==> src/rtl/fna_pkg.sv <==
// shared types and constants of the face normal accumulator
package fna_pkg;

   localparam int FNA_VERTEX_COUNT = 1024;
   localparam int FNA_SUM_WIDTH    = 24;
   localparam int IDX_W            = 10;
   localparam int COORD_W          = 16;
   localparam int RSP_SUM_W        = 24;
   localparam int UNIT_W           = 16;

   // one triangle
   typedef struct packed {
      logic [IDX_W-1:0]          first_index;
      logic [IDX_W-1:0]          second_index;
      logic [IDX_W-1:0]          third_index;
      logic signed [COORD_W-1:0] first_x;
      logic signed [COORD_W-1:0] first_y;
      logic signed [COORD_W-1:0] first_z;
      logic signed [COORD_W-1:0] second_x;
      logic signed [COORD_W-1:0] second_y;
      logic signed [COORD_W-1:0] second_z;
      logic signed [COORD_W-1:0] third_x;
      logic signed [COORD_W-1:0] third_y;
      logic signed [COORD_W-1:0] third_z;
   } req_type;

   // one vertex update
   typedef struct packed {
      logic [IDX_W-1:0]            vertex_index;
      logic signed [RSP_SUM_W-1:0] sum_x;
      logic signed [RSP_SUM_W-1:0] sum_y;
      logic signed [RSP_SUM_W-1:0] sum_z;
      logic                        last;
   } rsp_type;

   // unit normal and the three indices, handed from front to back
   typedef struct packed {
      logic [IDX_W-1:0]         idx0;
      logic [IDX_W-1:0]         idx1;
      logic [IDX_W-1:0]         idx2;
      logic signed [UNIT_W-1:0] unit_x;
      logic signed [UNIT_W-1:0] unit_y;
      logic signed [UNIT_W-1:0] unit_z;
   } job_type;

endpackage

==> src/rtl/fna_queue.sv <==
// two-entry queue between front and back
module fna_queue import fna_pkg::*; (
   input  logic    clock,
   input  logic    reset,
   input  logic    push,
   input  job_type push_data,
   output logic    full,
   output logic    head_valid,
   output job_type head,
   input  logic    pop
);

   job_type    slot_ff [2];
   logic       wr_ff, rd_ff;
   logic [1:0] count_ff;

   assign full       = count_ff == 2'd2;
   assign head_valid = count_ff != 2'd0;
   assign head       = slot_ff[rd_ff];

   // pointers and fill count
   always_ff @(posedge clock) begin
      if (reset) begin
         wr_ff    <= 1'b0;
         rd_ff    <= 1'b0;
         count_ff <= '0;
      end else begin
         if (push) begin
            wr_ff <= !wr_ff;
         end
         if (pop) begin
            rd_ff <= !rd_ff;
         end
         count_ff <= count_ff + 2'(push) - 2'(pop);
      end
   end

   // entries
   always_ff @(posedge clock) begin
      if (push) begin
         slot_ff[wr_ff] <= push_data;
      end
   end

endmodule

==> config.mk <==
export PLATFORM = sky130hd
export DESIGN_NAME = fna_queue
export DESIGN_NICKNAME = d
export VERILOG_FILES = /design/src/rtl/fna_pkg.sv /design/src/rtl/fna_queue.sv
export SDC_FILE = /design/constraint.sdc
export NUM_CORES = 1
export LEC_CHECK = 0
export BUFFER_PORTS_ARGS = -buffer_cell sky130_fd_sc_hd__buf_4
export CAP_MARGIN = 20
export CELL_PAD_IN_SITES_DETAIL_PLACEMENT = 0
export CELL_PAD_IN_SITES_GLOBAL_PLACEMENT = 2
export CORE_AREA = 3 3 137 139
export CTS_CLUSTER_DIAMETER = 150
export DETAILED_ROUTE_END_ITERATION = 10
export DIE_AREA = 0 0 140 142
export GPL_TIMING_DRIVEN = 0
export PLACE_DENSITY_LB_ADDON = 0.05
export SYNTH_ARGS = -nofsm -noshare
export SYNTH_HDL_FRONTEND = slang
export SYNTH_SLANG_ARGS = --single-unit
==> constraint.sdc <==
create_clock -name clock -period 4.5 [get_ports clock]
set_input_delay 0.9 -clock clock [delete_from_list [all_inputs] [get_ports clock]]
set_output_delay 0.9 -clock clock [all_outputs]
set_load 0.005 [all_outputs]
==> results of run 1 <==
==> worst reg2reg max path, stage by stage (launching register included) <==
cell     delay, ns
dfxtp_1       0.35
nor2b_4       0.66
buf_12        0.30
==> layout make-up <==
cell class,instances,area [um2]
timing repair buffer,164,1280
fill,1582,9640
sequential,161,4780
clock buffer,17,425
inverter,2,7.51
tap,229,287
buffer,9,70.1
multi-input combinational,92,1070
clock inverter,14,214
==> through the flow <==
stage / worst slack, ns / setup TNS, ns / total power, uW
2_1_floorplan: 1.12 / 0 / 2000
3_3_place_gp: -0.447 / -39.46 / 2240
3_5_place_dp: 2.14 / 0 / 2250
4_1_cts: 1.84 / 0 / 3810
5_1_grt: 1.81 / 0 / 3910
6_report: 1.92 / 0 / 3750
==> sequential cells by signal (all words and copies together), names as in the netlist, named ones only <==
register  cells
count_ff      2
slot_ff     156
wr_ff         1
rd_ff         1
==> final timing paths <==
check | startpoint | to | slack (ns)
max | flip-flop | head[74] | 1.92
min | rd_ff | rd_ff | 0.51
max reg2reg | wr_ff | slot_ff[0][22] | 2.85
min reg2reg | rd_ff | rd_ff | 0.51
==> where the power goes <==
part	internal, uW	total (uW)	switching, uW
Combinational	261	434	173
Sequential	1750	1770	21.1
Clock	981	1540	562
==> cell usage in the layout (no fill, tap or decap), types with 3 or more instances in the layout <==
cell       synthesis  final
bufinv_16          0      5
buf_2              5      5
edfxtp_1         156    156
buf_6              4      4
mux2_2            58     58
nor2_1             4      4
dfxtp_1            5      5
clkbuf_16          0     17
clkinv_4           0      3
mux2_4            20     20
buf_4              0    161
==> kinds of logic after synthesis <==
logic type,after synthesis,share of synthesized area
flip-flops,161,0.807
AND/OR/NAND/NOR,9,0.00781
buffers and inverters,11,0.0131
XOR/XNOR,3,0.00676
multiplexers,78,0.161
adder cells (fa/ha/maj),2,0.00422
==> routing by layer <==
metal  wire (um)  vias up  GRT usage
met5           0        -          0
met4         133        0     0.0428
met3        1070       10     0.0625
met2        5560      112      0.184
met1        4600     1446      0.133
li1            -     1410          -
==> out/results.txt, run 1 <==
TritonCTS built the clock tree. For the max-slew violation total from the final report, the log shows 0. The run gives 0.00310 uW as the leakage power.

At the later pin of the worst-skew pair, clock insertion delay measures 0.42 ns. Starting density of the core: 0.333. The number of global-route vias before repair was 3164.

The number of antenna diodes in the final layout is 0. The die outline width is 140 um. Using the TritonRoute via totals, the vias-per-cell ratio works out to 4.33. Setup repair after global routing left no endpoint under its margin.

The worst relative slew slack was 0.455; the number of buffers inserted by port buffering was 161. The tree built by TritonCTS fans out to 161 sinks. The worst-case IR drop observed on VDD is 0.248 mV. The run gives 5930 um2 as the cell area after synthesis.

Traced cell by cell, the critical path runs through buf_6 > buf_6 > buf_6 > mux2_4 > buf_4. Measured along the y axis, the die boundary spans 142 um. Including well taps, the total number of placed cells is 657. The wire length per cell after detailed routing was 16.5 um. The logs give 3.60 ns for the data required time of the worst path and 0.512 ns for the worst hold slack. The data arrival time of the critical path is 1.68 ns. Setup violations remaining at the end of the flow were counted as 0.

The total area inside the core boundary comes to 17800 um2. The proportion of layout cells with a drive suffix above 1 is 0.619. The number of stages on the worst setup path came out at 5. For the part of the Yosys area used for sequential elements, the log shows 0.807. The standard cell area after detailed placement is 7500 um2, and the placement row count is 49. The tree is rooted in a clkbuf_16.

Measured in cells, the most critical reg-to-reg path has a length of 2. The total overflow reported by the global router was 0; the part of the cycle the worst path needs was 0.574. Summed over all layers, the routed wires come to 11400 um.

The global-route wire length before repair came out at 17100 um. During I/O placement, the number of pins put on the boundary was 162. At the end of routability-driven placement, the weighted congestion stood at 0.672. In this run, synthesis produced a sequential element count of 161.

For this run, the detailed router's first-pass iteration total came to 4. For the pin with the worst max-slew slack, the measured transition is 0.815 ns. The area share of the largest cell type after synthesis came out at 0.790. STA classifies the critical path startpoint as a flip-flop. The worst path needs 2.58 ns of the cycle, external delays included. The critical path is of the reg -> out type. The most numerous cell type found on the critical path is buf_6.

The cell family contributing the most delay on the critical path is buffers and inverters. The number of clock buffers inserted by TritonCTS is 17, and the area growth from synthesis to layout is 37.3%. The flow ran to the end, and the final reports show no timing, DRC or antenna violations. Clock-pin slew was measured on the worst setup and hold paths at 0.06 ns. The tool flagged a number of max-cap violations equal to 0.

The net count of the finished layout is 531. The setup skew after layout is 0.00910 ns. A synthesized cell averages 22.5 um2. The run gives 0 as the final hold violation count.

In this run, post-CTS hold repair placed 0 buffers. The number of nets in the synthesized netlist is 348. The number of antenna violations at the first check in global routing was 0. The routed layout has 2978 vias. The count of cells in the finished layout, fillers not included, comes to 688. The worst-path maximum fanout is 10, and the post-cts gate resize count is 0. In the routed design, unresolved DRC markers number 0. After routing the design area is 8140 um2.

In this run the remaining antenna-violating nets after routing total 0. The worst hold path passes through 2 cells. The share of synthesized flip-flops with an asynchronous set or reset was 0; the largest net degree at the start of global routing was 45. The largest individual stage delay along the critical path comes from the cell dfxtp_1. Detailed placement finished with a half-perimeter wire length of 7700 um.

On the worst path, the slowest cell contributes a delay of 0.32 ns. In the synthesized netlist, the cells that appear most often are edfxtp_1 (156), mux2_2 (58), mux2_4 (20). The run gives 4 as the number of H-tree levels. The logs give 0.458 for the final core utilization and 19900 um2 for the total die area. Synthesis instantiated 14 different standard cells from the library.

The logs give 0.116 for the global-route total usage across every layer and 264 for the count of mapped cells out of synthesis. In this run the post-CTS setup repair buffer count came out at 0. The first routing iteration left 131 violations.

Counting both buffers and inverters, the worst setup path holds a total of 4. The min-delay analysis places its worst path in the category reg -> reg. Yosys attributes the largest share of cell area to edfxtp_1 (79%), mux2_2 (11%), mux2_4 (5.1%).

Derived from the worst setup path, the maximum achievable clock frequency is 387 MHz. The Yosys step of the flow raised 0 warnings. STA classifies the critical path endpoint as an output port. Number of enable-type register cells in the synthesized netlist: 156. The biggest area contributor in the post-synthesis netlist is edfxtp_1. The flip-flop cell with the highest count after synthesis is edfxtp_1.

The run gives 2 as the buffer levels on the longest clock path. Cell with the most instances after synthesis: edfxtp_1. In this run the power density over the cells is 460 nW/um2.
No activity file was read; power rests on OpenSTA's default activity.
==> inputs of run 2 (changes only) <==
Clock period 4.5 ns to 2.17 ns, I/O delays scaled along.
==> run 2 against run 1 <==
Compared with the run above: first-iteration DRC count rose by 20%; clock power is 130% higher; register-to-register slack lost 2.6 ns; routed wire length up 0.86%; core utilization is 0.49 points higher; die area unchanged; clock-buffer cell count increased by 2; total power up 110%; critical path type unchanged; non-clock buffer count is 1 higher.
==> out/results.txt, run 2 (synthesized netlist as in run 1, its figures left out) <==
For this design, the slowest cell found on the critical path is dfxtp_1. The total of max-cap violations is 0 (unchanged), and the area of all placed cells without fillers is 8230 um2 (+1.1%). The power per cell area is 979 nW/um2 (+110%), and the wire length per cell after detailed routing is 16.6 um (+0.57%). The data required time of the worst path was 1.74 ns (-1.86 ns). The global-route total usage across every layer is 0.116 (about the same), and the die outline height is 142 um (unchanged). The run gives 0 (unchanged) as the antenna cell count.

The final hold violation count was 0 (unchanged). The part of the cycle the worst path needs was 0.965; the worst hold slack was 0.202 ns (-0.311 ns). The tools report the total overflow reported by the global router as 0 (unchanged).

For the detailed-routing iteration count for the pre-antenna-repair pass, the log shows 4 (unchanged). The leading cell type in the layout, fill and taps excluded was buf_4. The flip-flop count of the largest register, all copies and words added was 156 (unchanged). The total negative slack for setup checks was 0 ns (unchanged); the largest net degree at the start of global routing was 42 (-6.7%). The via density per instance works out to 4.34 (+0.25%). The worst setup path is of the reg -> out kind. The critical path buffer and inverter count was 4 (unchanged); the count of hold-fix buffers inserted at cts was 0 (unchanged).

The clock sink count is 161 (unchanged), and the remaining design rule violation count is 0 (unchanged). The final number of setup-violating endpoints is 0 (unchanged), and the post-cts gate resize count is 0 (unchanged). The run gives 532 (+0.19%) as the net count reported at finish. The worst setup path is launched from a flip-flop. The tools report the number of global-route vias before repair as 3188 (+0.76%). TritonCTS built the clock tree. The placement row count is 49 (unchanged), and the clock latency at the later pin of the worst-skew pair is 0.41 ns (about the same).

Clock tree synthesis selected as its root buffer the cell clkbuf_16. Standard cell area after detailed placement: 7530 um2 (+0.47%). Setup repair after global routing could not meet its margin everywhere.

The number of H-tree levels is 4 (unchanged). The run gives 162 (unchanged) as the count of boundary I/O pins. The worst relative slew slack was 0.490 (+0.0348).

Walking the worst path, the cells encountered are buf_6 > buf_6 > buf_6 > mux2_4 > buf_4. The number of design-rule violations left by the first detailed-router iteration is 157 (+20%). The buffer levels on the longest clock path is 2 (unchanged), and the highest clock frequency the design can meet is 478 MHz.

Relative to the synthesized area, the layout overhead comes to 38.8%. The post-CTS repair timing setup buffer count is 0 (unchanged), and the routed via count is 2994 (+0.54%). The kind of cell with the highest combined delay along the critical path is buffers and inverters. For the max-slew violation total from the final report, the log shows 0 (unchanged). The clock period minus final worst setup slack is 2.09 ns, and the number of clock buffers inserted by TritonCTS is 17 (unchanged).

The starting density of the core was 0.333 (unchanged). The library cells used most frequently in the layout, excluding fill and tap cells, are buf_4 (161), edfxtp_1 (156), mux2_2 (58). The logs give 0.679 (+1.0%) for the weighted congestion reported at the end of routability-driven placement and 0 (unchanged) for the number of antenna-violating nets in the routed design. The flow ran to the end, and the final reports show no timing, DRC or antenna violations. The delay of the slowest cell on the worst path was 0.32 ns (about the same); the clock-pin slew on the worst setup and hold paths was 0.06 ns (about the same). The die outline width is 140 um (unchanged).

The run gives 17800 um2 (unchanged) as the core outline area. The type of the most critical hold path is in -> reg. The worst-path maximum fanout was 10 (unchanged).

The total die area is 19900 um2 (unchanged), and the final core utilization is 0.463 (+0.00486). The data arrival time of the critical path is 1.66 ns (-0.02 ns), and the slew at the pin closest to its max-slew limit is 0.763 ns (-0.0520 ns). The global-route wire length before repair is 17400 um (+1.4%), and the half-perimeter wire length after placement is 7600 um (-1.4%). The run gives 0.532 mV (+110%) as the peak ir drop on the vdd network. The register with the most flip-flops in the final layout is slot_ff. The proportion of layout cells with a drive suffix above 1 was 0.616 (-0.00268); the setup skew after layout was 0.00648 ns (-0.00263 ns).

The total power is 8050 uW (+110%). The run gives 11500 um (+0.86%) as the final routed wirelength across all metal layers. Number of antenna violations at the first check in global routing: 0 (unchanged). In the final layout, the registers with the most flip-flops are slot_ff (156), count_ff (2).

The tools report the leakage power as 0.00314 uW (+1.4%). STA classifies the critical path endpoint as an output port. Number of buffers inserted by port buffering: 161 (unchanged). The most numerous cell type found on the critical path is buf_6.
## run 2: cell count changes in the layout (fill, tap and decap cells not counted), sizes merged
cell,delta
clkbuf,+2
bufinv,+2
clkinvlp,-2
clkinv,-1
buf,+1
## run 2: area by class of cell
cell class | count | area [um2]
fill | 1598 | 9550
clock buffer | 19 | 433
multi-input combinational | 92 | 1070
inverter | 2 | 7.51
clock inverter | 13 | 258
timing repair buffer | 165 | 1310
sequential | 161 | 4780
buffer | 9 | 70.1
tap | 229 | 287
## run 2: report_power, final
group | switching (uW) | internal [uW] | total, uW
logic | 362 | 552 | 914
registers | 42.9 | 3630 | 3670
clock network | 1190 | 2280 | 3470
## run 2: path summary, 6_finish.rpt
kind	cells after the start	slack (ns)	to	from
worst min-delay path	1	0.20	slot_ff[0][24]	push_data[24]
worst max register to register	4	0.25	slot_ff[0][36]	wr_ff
worst min register to register	2	0.52	flip-flop	rd_ff
worst max-delay path	5	0.08	head[70]	flip-flop
## run 2: stage by stage
stage / setup slack (ns) / instances
3_3_place_gp: -0.859 / 654
6_report: 0.0759 / 690
4_1_cts: 0.0192 / 690
2_1_floorplan: 0.125 / 264
5_1_grt: -0.0230 / 690
3_5_place_dp: -0.0320 / 658
## run 2: per-layer routing
layer | global-route usage | share of wire
met2 | 0.177 | 0.47
met5 | 0 | 0
met3 | 0.0561 | 0.096
met1 | 0.140 | 0.41
met4 | 0.0520 | 0.016
